<file path="src/sv/trd_pkg.sv">
// Shared constants, types and word assembly for the tracker record deframer.
package trd_pkg;

    localparam int unsigned RecordLen = 12;
    localparam int unsigned WordCount = 6;
    localparam int unsigned DataBits  = 7;
    localparam int unsigned IndexBits = 4;
    localparam int unsigned HeldDepth = RecordLen - 1;

    typedef logic [IndexBits-1:0] t_index;
    typedef logic [DataBits-1:0]  t_data;
    typedef logic signed [15:0]   t_word;

    localparam t_index IdxHunt = t_index'(0);
    localparam t_index IdxLast = t_index'(RecordLen - 1);
    localparam t_index IdxEnd  = t_index'(RecordLen);

    // Word from a byte pair: high data bits at 15:9, low data bits at 8:2.
    function automatic t_word make_word(input t_data low, input t_data high);
        make_word = {high, low, 2'b00};
    endfunction

endpackage

</file>
<file path="src/sv/tracker_record_deframer_unit.sv">
// Top level of the tracker record deframer: byte intake, record capture, word output.
//
// Usage: bytes from a serial receiver enter on i_valid / o_stall / i_rx_byte,
// one request per clock at most. While hunting, bytes without bit 7 set are
// dropped. A byte with bit 7 set opens a 12-byte record; the next 11 bytes are
// data whatever their bit 7. The twelfth byte produces one result request on
// o_valid / i_stall carrying six signed 16-bit words (X, Y, Z position and
// Z, Y, X rotation), each built from the low 7 bits of a byte pair.
// The twelfth byte is taken into the input register; the words then load the
// result register when it can advance (no result waiting under i_stall).
// Throughput: one byte per cycle while no stall holds the flow, set by the
// combinational decode between the two registers.
// Stall: while a result waits under i_stall, one more byte can still be
// taken into the input register; o_stall rises only when both registers are
// full and the result is not taken. Payload holds while stalled.
// Reset (i_rst_n low, synchronous) empties both registers and returns the
// deframer to hunting. Held record bytes are not cleared; they are always
// rewritten before use.
module tracker_record_deframer_unit (
    input  logic                 i_clk,
    input  logic                 i_rst_n,
    input  logic                 i_valid,
    output logic                 o_stall,
    input  logic [7:0]           i_rx_byte,
    output logic                 o_valid,
    input  logic                 i_stall,
    output logic signed [15:0]   o_pos_x,
    output logic signed [15:0]   o_pos_y,
    output logic signed [15:0]   o_pos_z,
    output logic signed [15:0]   o_rot_z,
    output logic signed [15:0]   o_rot_y,
    output logic signed [15:0]   o_rot_x
);

    logic                  r_in_valid;
    logic [7:0]            r_in_byte;
    trd_pkg::t_index       r_byte_index;
    trd_pkg::t_index       n_byte_index;
    trd_pkg::t_data        r_held [trd_pkg::HeldDepth];
    logic                  r_out_valid;
    trd_pkg::t_word        r_words [trd_pkg::WordCount];
    trd_pkg::t_data        rec [trd_pkg::RecordLen];
    logic                  advance;
    logic                  hunting;
    logic                  complete;
    logic                  write_held;

    assign advance  = !r_out_valid || !i_stall;
    assign o_stall  = r_in_valid && !advance;
    assign hunting  = (r_byte_index == trd_pkg::IdxHunt) || (r_byte_index >= trd_pkg::IdxEnd);
    assign complete = r_in_valid && !hunting && (r_byte_index == trd_pkg::IdxLast);

    always_comb begin
        n_byte_index = r_byte_index;
        write_held   = 1'b0;
        if (hunting) begin
            if (r_in_byte[7]) begin
                n_byte_index = trd_pkg::t_index'(1);
                write_held   = 1'b1;
            end else begin
                n_byte_index = trd_pkg::IdxHunt;
            end
        end else if (r_byte_index == trd_pkg::IdxLast) begin
            n_byte_index = trd_pkg::IdxHunt;
        end else begin
            n_byte_index = r_byte_index + trd_pkg::t_index'(1);
            write_held   = 1'b1;
        end
    end

    // Record view: held bytes plus the closing byte in the last slot.
    always_comb begin
        for (int k = 0; k < trd_pkg::HeldDepth; k++) begin
            rec[k] = r_held[k];
        end
        rec[trd_pkg::HeldDepth] = r_in_byte[trd_pkg::DataBits-1:0];
    end

    always_ff @(posedge i_clk) begin
        if (!i_rst_n) begin
            r_in_valid <= 1'b0;
        end else if (!o_stall) begin
            r_in_valid <= i_valid;
        end
    end

    always_ff @(posedge i_clk) begin
        if (i_valid && !o_stall) begin
            r_in_byte <= i_rx_byte;
        end
    end

    always_ff @(posedge i_clk) begin
        if (!i_rst_n) begin
            r_byte_index <= trd_pkg::IdxHunt;
            r_out_valid  <= 1'b0;
        end else if (advance) begin
            r_out_valid <= complete;
            if (r_in_valid) begin
                r_byte_index <= n_byte_index;
            end
        end
    end

    // Hunting resets the slot to zero, so the write address is the old index.
    always_ff @(posedge i_clk) begin
        if (advance && r_in_valid && write_held) begin
            if (hunting) begin
                r_held[0] <= r_in_byte[trd_pkg::DataBits-1:0];
            end else begin
                r_held[r_byte_index] <= r_in_byte[trd_pkg::DataBits-1:0];
            end
        end
    end

    always_ff @(posedge i_clk) begin
        if (advance && complete) begin
            for (int k = 0; k < trd_pkg::WordCount; k++) begin
                r_words[k] <= trd_pkg::make_word(rec[2*k], rec[2*k+1]);
            end
        end
    end

    assign o_valid = r_out_valid;
    assign o_pos_x = r_words[0];
    assign o_pos_y = r_words[1];
    assign o_pos_z = r_words[2];
    assign o_rot_z = r_words[3];
    assign o_rot_y = r_words[4];
    assign o_rot_x = r_words[5];

endmodule

</file>
<file path="config.mk">
export PLATFORM = sky130hd
export DESIGN_NAME = tracker_record_deframer_unit
export DESIGN_NICKNAME = d
export VERILOG_FILES = /design/src/sv/trd_pkg.sv /design/src/sv/tracker_record_deframer_unit.sv
export SDC_FILE = /design/constraint.sdc
export NUM_CORES = 1
export LEC_CHECK = 0
export BUFFER_PORTS_ARGS = -buffer_cell sky130_fd_sc_hd__buf_2
export CAP_MARGIN = 10
export CORE_MARGIN = 2
export CORE_UTILIZATION = 45
export DETAILED_ROUTE_END_ITERATION = 7
export PLACE_DENSITY = 0.67
export SLEW_MARGIN = 20
export SYNTH_ARGS = -nofsm -noshare
export SYNTH_HDL_FRONTEND = slang
export SYNTH_SLANG_ARGS = --single-unit
</file>
<file path="constraint.sdc">
create_clock -name i_clk -period 7.4 [get_ports i_clk]
set_clock_uncertainty 0.05 [all_clocks]
set_input_delay 0.37 -clock i_clk [delete_from_list [all_inputs] [get_ports i_clk]]
set_output_delay 0.37 -clock i_clk [all_outputs]
set_load 0.005 [all_outputs]
</file>
# == Yosys cells after proc, flatten, opt, wreduce, memory -nomap -nowiden ==
# Memory sizes are Yosys's and may differ from the RTL's.
# Index checks and enable logic that the tools add are counted.
# op_classes
n_addsub,1
magnitude_cmp,1
eq_ne,1
muxes,17
n_reduce_logical,17
# op_table
operator,count
$mux W1,13
$mux W4,3
$logic_and A1 B1 Y1,7
$mux W7,1
$reduce_or A7 Y1,1
$logic_not A1 Y1,5
$add A4 B1 Y4 const B,1
$eq A4 B4 Y1 const B,1
$ge A4 B4 Y1 const B,1
$logic_not A4 Y1,1
$logic_or A1 B1 Y1,2
$reduce_and A2 Y1,1
# word_totals
register_bits,14
ram_bits,161
inputBits,12
out_inout_bits,98
wordCells,43
mem_count,2
# mem_list
memory,depth,width,read_ports,rd_ports_with_merged_regs,write_ports,line,rtl
r_words,6,14,6,0,6,tracker_record_deframer_unit.sv:41,trd_pkg::t_word r_words [trd_pkg::WordCount];
r_held,11,7,11,0,1,tracker_record_deframer_unit.sv:39,trd_pkg::t_data r_held [trd_pkg::HeldDepth];

# == Longest topological paths before layout ==
# depth
word_depth,8
depth_mapped,7
mapped_depth_nobuf,6

# == Worst setup path before layout ==
# Ideal clock, no wire load.
# synth_timing
kind,flip-flop to flip-flop
start,register r_byte_index[3]
end,memory r_words[0][0] in the netlist's numbering (enable)
setup_time_ns,0.453
t_arrival_ns,2.748
required_time_ns,6.897
path_slack_ns,4.149
path_stages_with_launch,3
path_buffers,1
period_less_slack_ns,3.251
cell_sequence,dfxtp_1 > clkbuf_1 > and4b_1
# synth_rtl
item,line,rtl
from (decl),tracker_record_deframer_unit.sv:37,trd_pkg::t_index r_byte_index;
from (signal assigned),tracker_record_deframer_unit.sv:95,r_byte_index <= trd_pkg::IdxHunt;
from (signal assigned),tracker_record_deframer_unit.sv:100,r_byte_index <= n_byte_index;
to (decl),tracker_record_deframer_unit.sv:41,

# == Final worst setup path ==
# layout_timing
start,register r_byte_index[1]
end,memory r_held[1][5] in the netlist's numbering (enable)
# layout_via
elab_chain_cells,8
elab_cells_between_ends,16
cone_classes,1 x order compare; 1 x eq/ne; 10 x mux; 4 x reduce/logical
# layout_rtl
item,line,rtl
"$ge A4 B4 Y1, or another cell as far along",tracker_record_deframer_unit.sv:50,assign hunting = (r_byte_index == trd_pkg::IdxHunt) || (r_byte_index >= trd_pkg::IdxEnd);
$logic_or A1 B1 Y1 / $mux W1 (equally long branches),"tracker_record_deframer_unit.sv:50, tracker_record_deframer_unit.sv:63",
$mux W1,tracker_record_deframer_unit.sv:56,if (hunting) begin
$logic_and A1 B1 Y1,tracker_record_deframer_unit.sv:107,if (advance && r_in_valid && write_held) begin
$mux W1,tracker_record_deframer_unit.sv:107,
$mux W1 (implied by the code),tracker_record_deframer_unit.sv:111,r_held[r_byte_index] <= r_in_byte[trd_pkg::DataBits-1:0];
$reduce_or A7 Y1 (no source line),-,
$mux W4 (no source line) / $mux W1 (equally long branches),-,
to (decl),tracker_record_deframer_unit.sv:39,
# Parallel ways exist; a longest one is shown, timed or not.

==> flow_summary.ini <==
[status]
status = completed

[finish]
fillers = 889
nets = 376
seqCellArea_mm2 = 0.00519
drive_gt1_frac = 0.349
design_area_mm2 = 0.00695
syn2layout_area_growth_pct = 23.0
antennaDiodeCount = 0
multiInputGateArea_um2 = 384
postLayoutCoreUtil = 0.572

[power]
leakage_nw = 2.45
finalPower_mw = 2.07
p_comb_frac = 0.009
p_sw_mw = 0.354
powerDensity_mw_per_mm2 = 298
switching_share = 0.171
p_int_mw = 1.72
power.share.clock = 0.463
pwr-share-seq = 0.529
peakVddDrop_v = 0.000147

[global_routing]
grt_max_degree = 85
grt_usage = 0.141
globalRoute.totalOverflow = 0
antenna_found_initial = 0
grt_pass1_wl_um = 13400
grt_pass1_vias = 2445

[yosys]
avgSynthCellArea_um2 = 22.7
yosys.area.top_type_share = 0.897
netlist_instances = 249
yosysSeqAreaShare = 0.919
ys_ff_latch = 175
ys_warn_count = 0
ys.flop_type = edfxtp_1
async_reset_ff_frac = 0
synthTopCellsByCount = edfxtp_1, buf_4, dfxtp_1, nor2_1, nor3_1
ys_types = 33
synth.most_common_cell = edfxtp_1
synth.cell_area_mm2 = 0.00566
synthTopCellsByArea = edfxtp_1, dfxtp_1, buf_4
synth_edf_count = 169
synth_top_area_cell = edfxtp_1

[cts]
cts.sinks = 175
post_cts_resized = 0
ctsLongestPathBuffers = 2
cts_root_buf = clkbuf_16
cts.clk_slew.worst_paths_ps = 60
cts_hold_buffers = 0
clock_latency_ps = 410
cts-htree-levels = 4
cts_made_buffers = 17
postCtsSetupBuffers = 0
cts_tree = done

[sta]
tns_ps = 0
setup_viol = 0
fmax_mhz = 400
worst_hold_slack_ps = 82.1
hold_viol = 0
tightest_slew_ps = 1070
finalMaxSlewViolations = 0
fin_crit_ps = 2500
max_slew_margin = 0.280
grt_setup_unrepaired = no
period_share = 0.338

[setup_path]
criticalPathCategory = register to register
startpoint_type = register
worstReg2RegEnd = r_held[1][5]
r2r_slack_ps = 4900
worstPathMaxFanout = 11
worst-endpoint-required_ps = 7380
r2r-start = r_byte_index[1]
r2r_cells = 4
endpoint_kind = register
arrival_ps = 2480

[detailed_routing]
finalWirelength_um = 9160
wl_per_cell_um = 16.9
drtIter0Drc = 263
drt_pass1_iterations = 5
drc_errors = 0
vias = 2560
postRouteAntennaNets = 0
vias_per_cell = 4.71

[job]
drv_cap = 0

[min_path]
hold_class = input pin to register
hold_depth = 1
min_from = i_rx_byte[5]
whs_endpoint = r_in_byte[5]

[die]
coreArea_mm2 = 0.0122
die-area_mm2 = 0.0135
start_util = 0.465
ios = 110
fp-row-count = 40
die_height_um = 116
die_w_um = 116

[placed_design]
place_congestion = 0.826
dp_hpwl_um = 5820
port_buffers = 97
placed_cell_area_mm2 = 0.00630
[registers in the layout, summed over array words and instances, names as in the netlist]
signal        flops
o_valid           1
r_byte_index      4
r_held           77
r_in_byte         8
r_in_valid        1
r_words          84
[worst max-delay path, cell delays in order, from the launching register on]
cell	delay, ps
dfxtp_1	530
inv_1	160
ha_1	270
or3_4	410
nor3_1	700
[metal layers]
metal | track usage | up-vias | part of all wire
li1 | - | 1173 | -
met1 | 0.179 | 1253 | 0.41
met2 | 0.221 | 118 | 0.50
met3 | 0.0498 | 16 | 0.061
met4 | 0.0683 | 0 | 0.022
met5 | 0 | - | 0
[layout by cell type (no fill, tap or decap), drive strengths merged, types with 4 or more instances in the layout]
cell type and n:
buf 99, conb 12, nor3 6, nor2 6, clkbuf 19, edfxtp 169
clkinv 5, nand2 4, o21ai 4, nand3 5, inv 5, bufinv 6
a21oi 4, dfxtp 6
[cells by family after synthesis]
group / after synthesis / synth area share
AOI/OAI and AO/OA: 16 / 0.0195
adders and majority gates: 2 / 0.00442
buffers and inverters: 20 / 0.0223
DFF: 175 / 0.919
other: 1 / 0.000663
and+or+nand+nor: 35 / 0.0345
[metrics by stage]
stage	std cells	setup slack, ps
2_1_floorplan	260	4150
3_3_place_gp	511	5100
3_5_place_dp	511	4950
4_1_cts	543	4940
5_1_grt	543	4750
6_report	543	4900
[layout make-up]
type	instances	area share
Sequential cell	175	0.747
Timing Repair Buffer	99	0.0720
Clock buffer	19	0.0623
Multi-Input combinational cell	65	0.0552
Clock inverter	13	0.0311
Tap cell	168	0.0302
Inverter	4	0.00216
[how the worst max path moves through the flow]
stage	startpoint	endpoint	slack, ps	cells past startpoint
2_1_floorplan	r_byte_index[3]	r_words[0][0]	4150	2
3_3_place_gp	r_byte_index[1]	r_held[1][1]	5100	4
3_5_place_dp	r_byte_index[1]	r_held[1][3]	4950	4
4_1_cts	r_byte_index[1]	r_held[1][0]	4940	4
5_1_grt	r_byte_index[0]	r_held[1][0]	4750	4
6_report	r_byte_index[1]	r_held[1][5]	4900	4
[power by group through the flow]
stage / clock [mW] / combinational, mW / sequential (mW)
final: 0.960 / 0.0177 / 1.10
after global placement: 0 / 0.0159 / 1.12
after CTS: 0.975 / 0.0174 / 1.10
after detailed placement: 0 / 0.0173 / 1.12
after floorplan: 0 / 0.0171 / 1.11
after global routing: 1.02 / 0.0198 / 1.10
(Power assumes the default switching activity.)
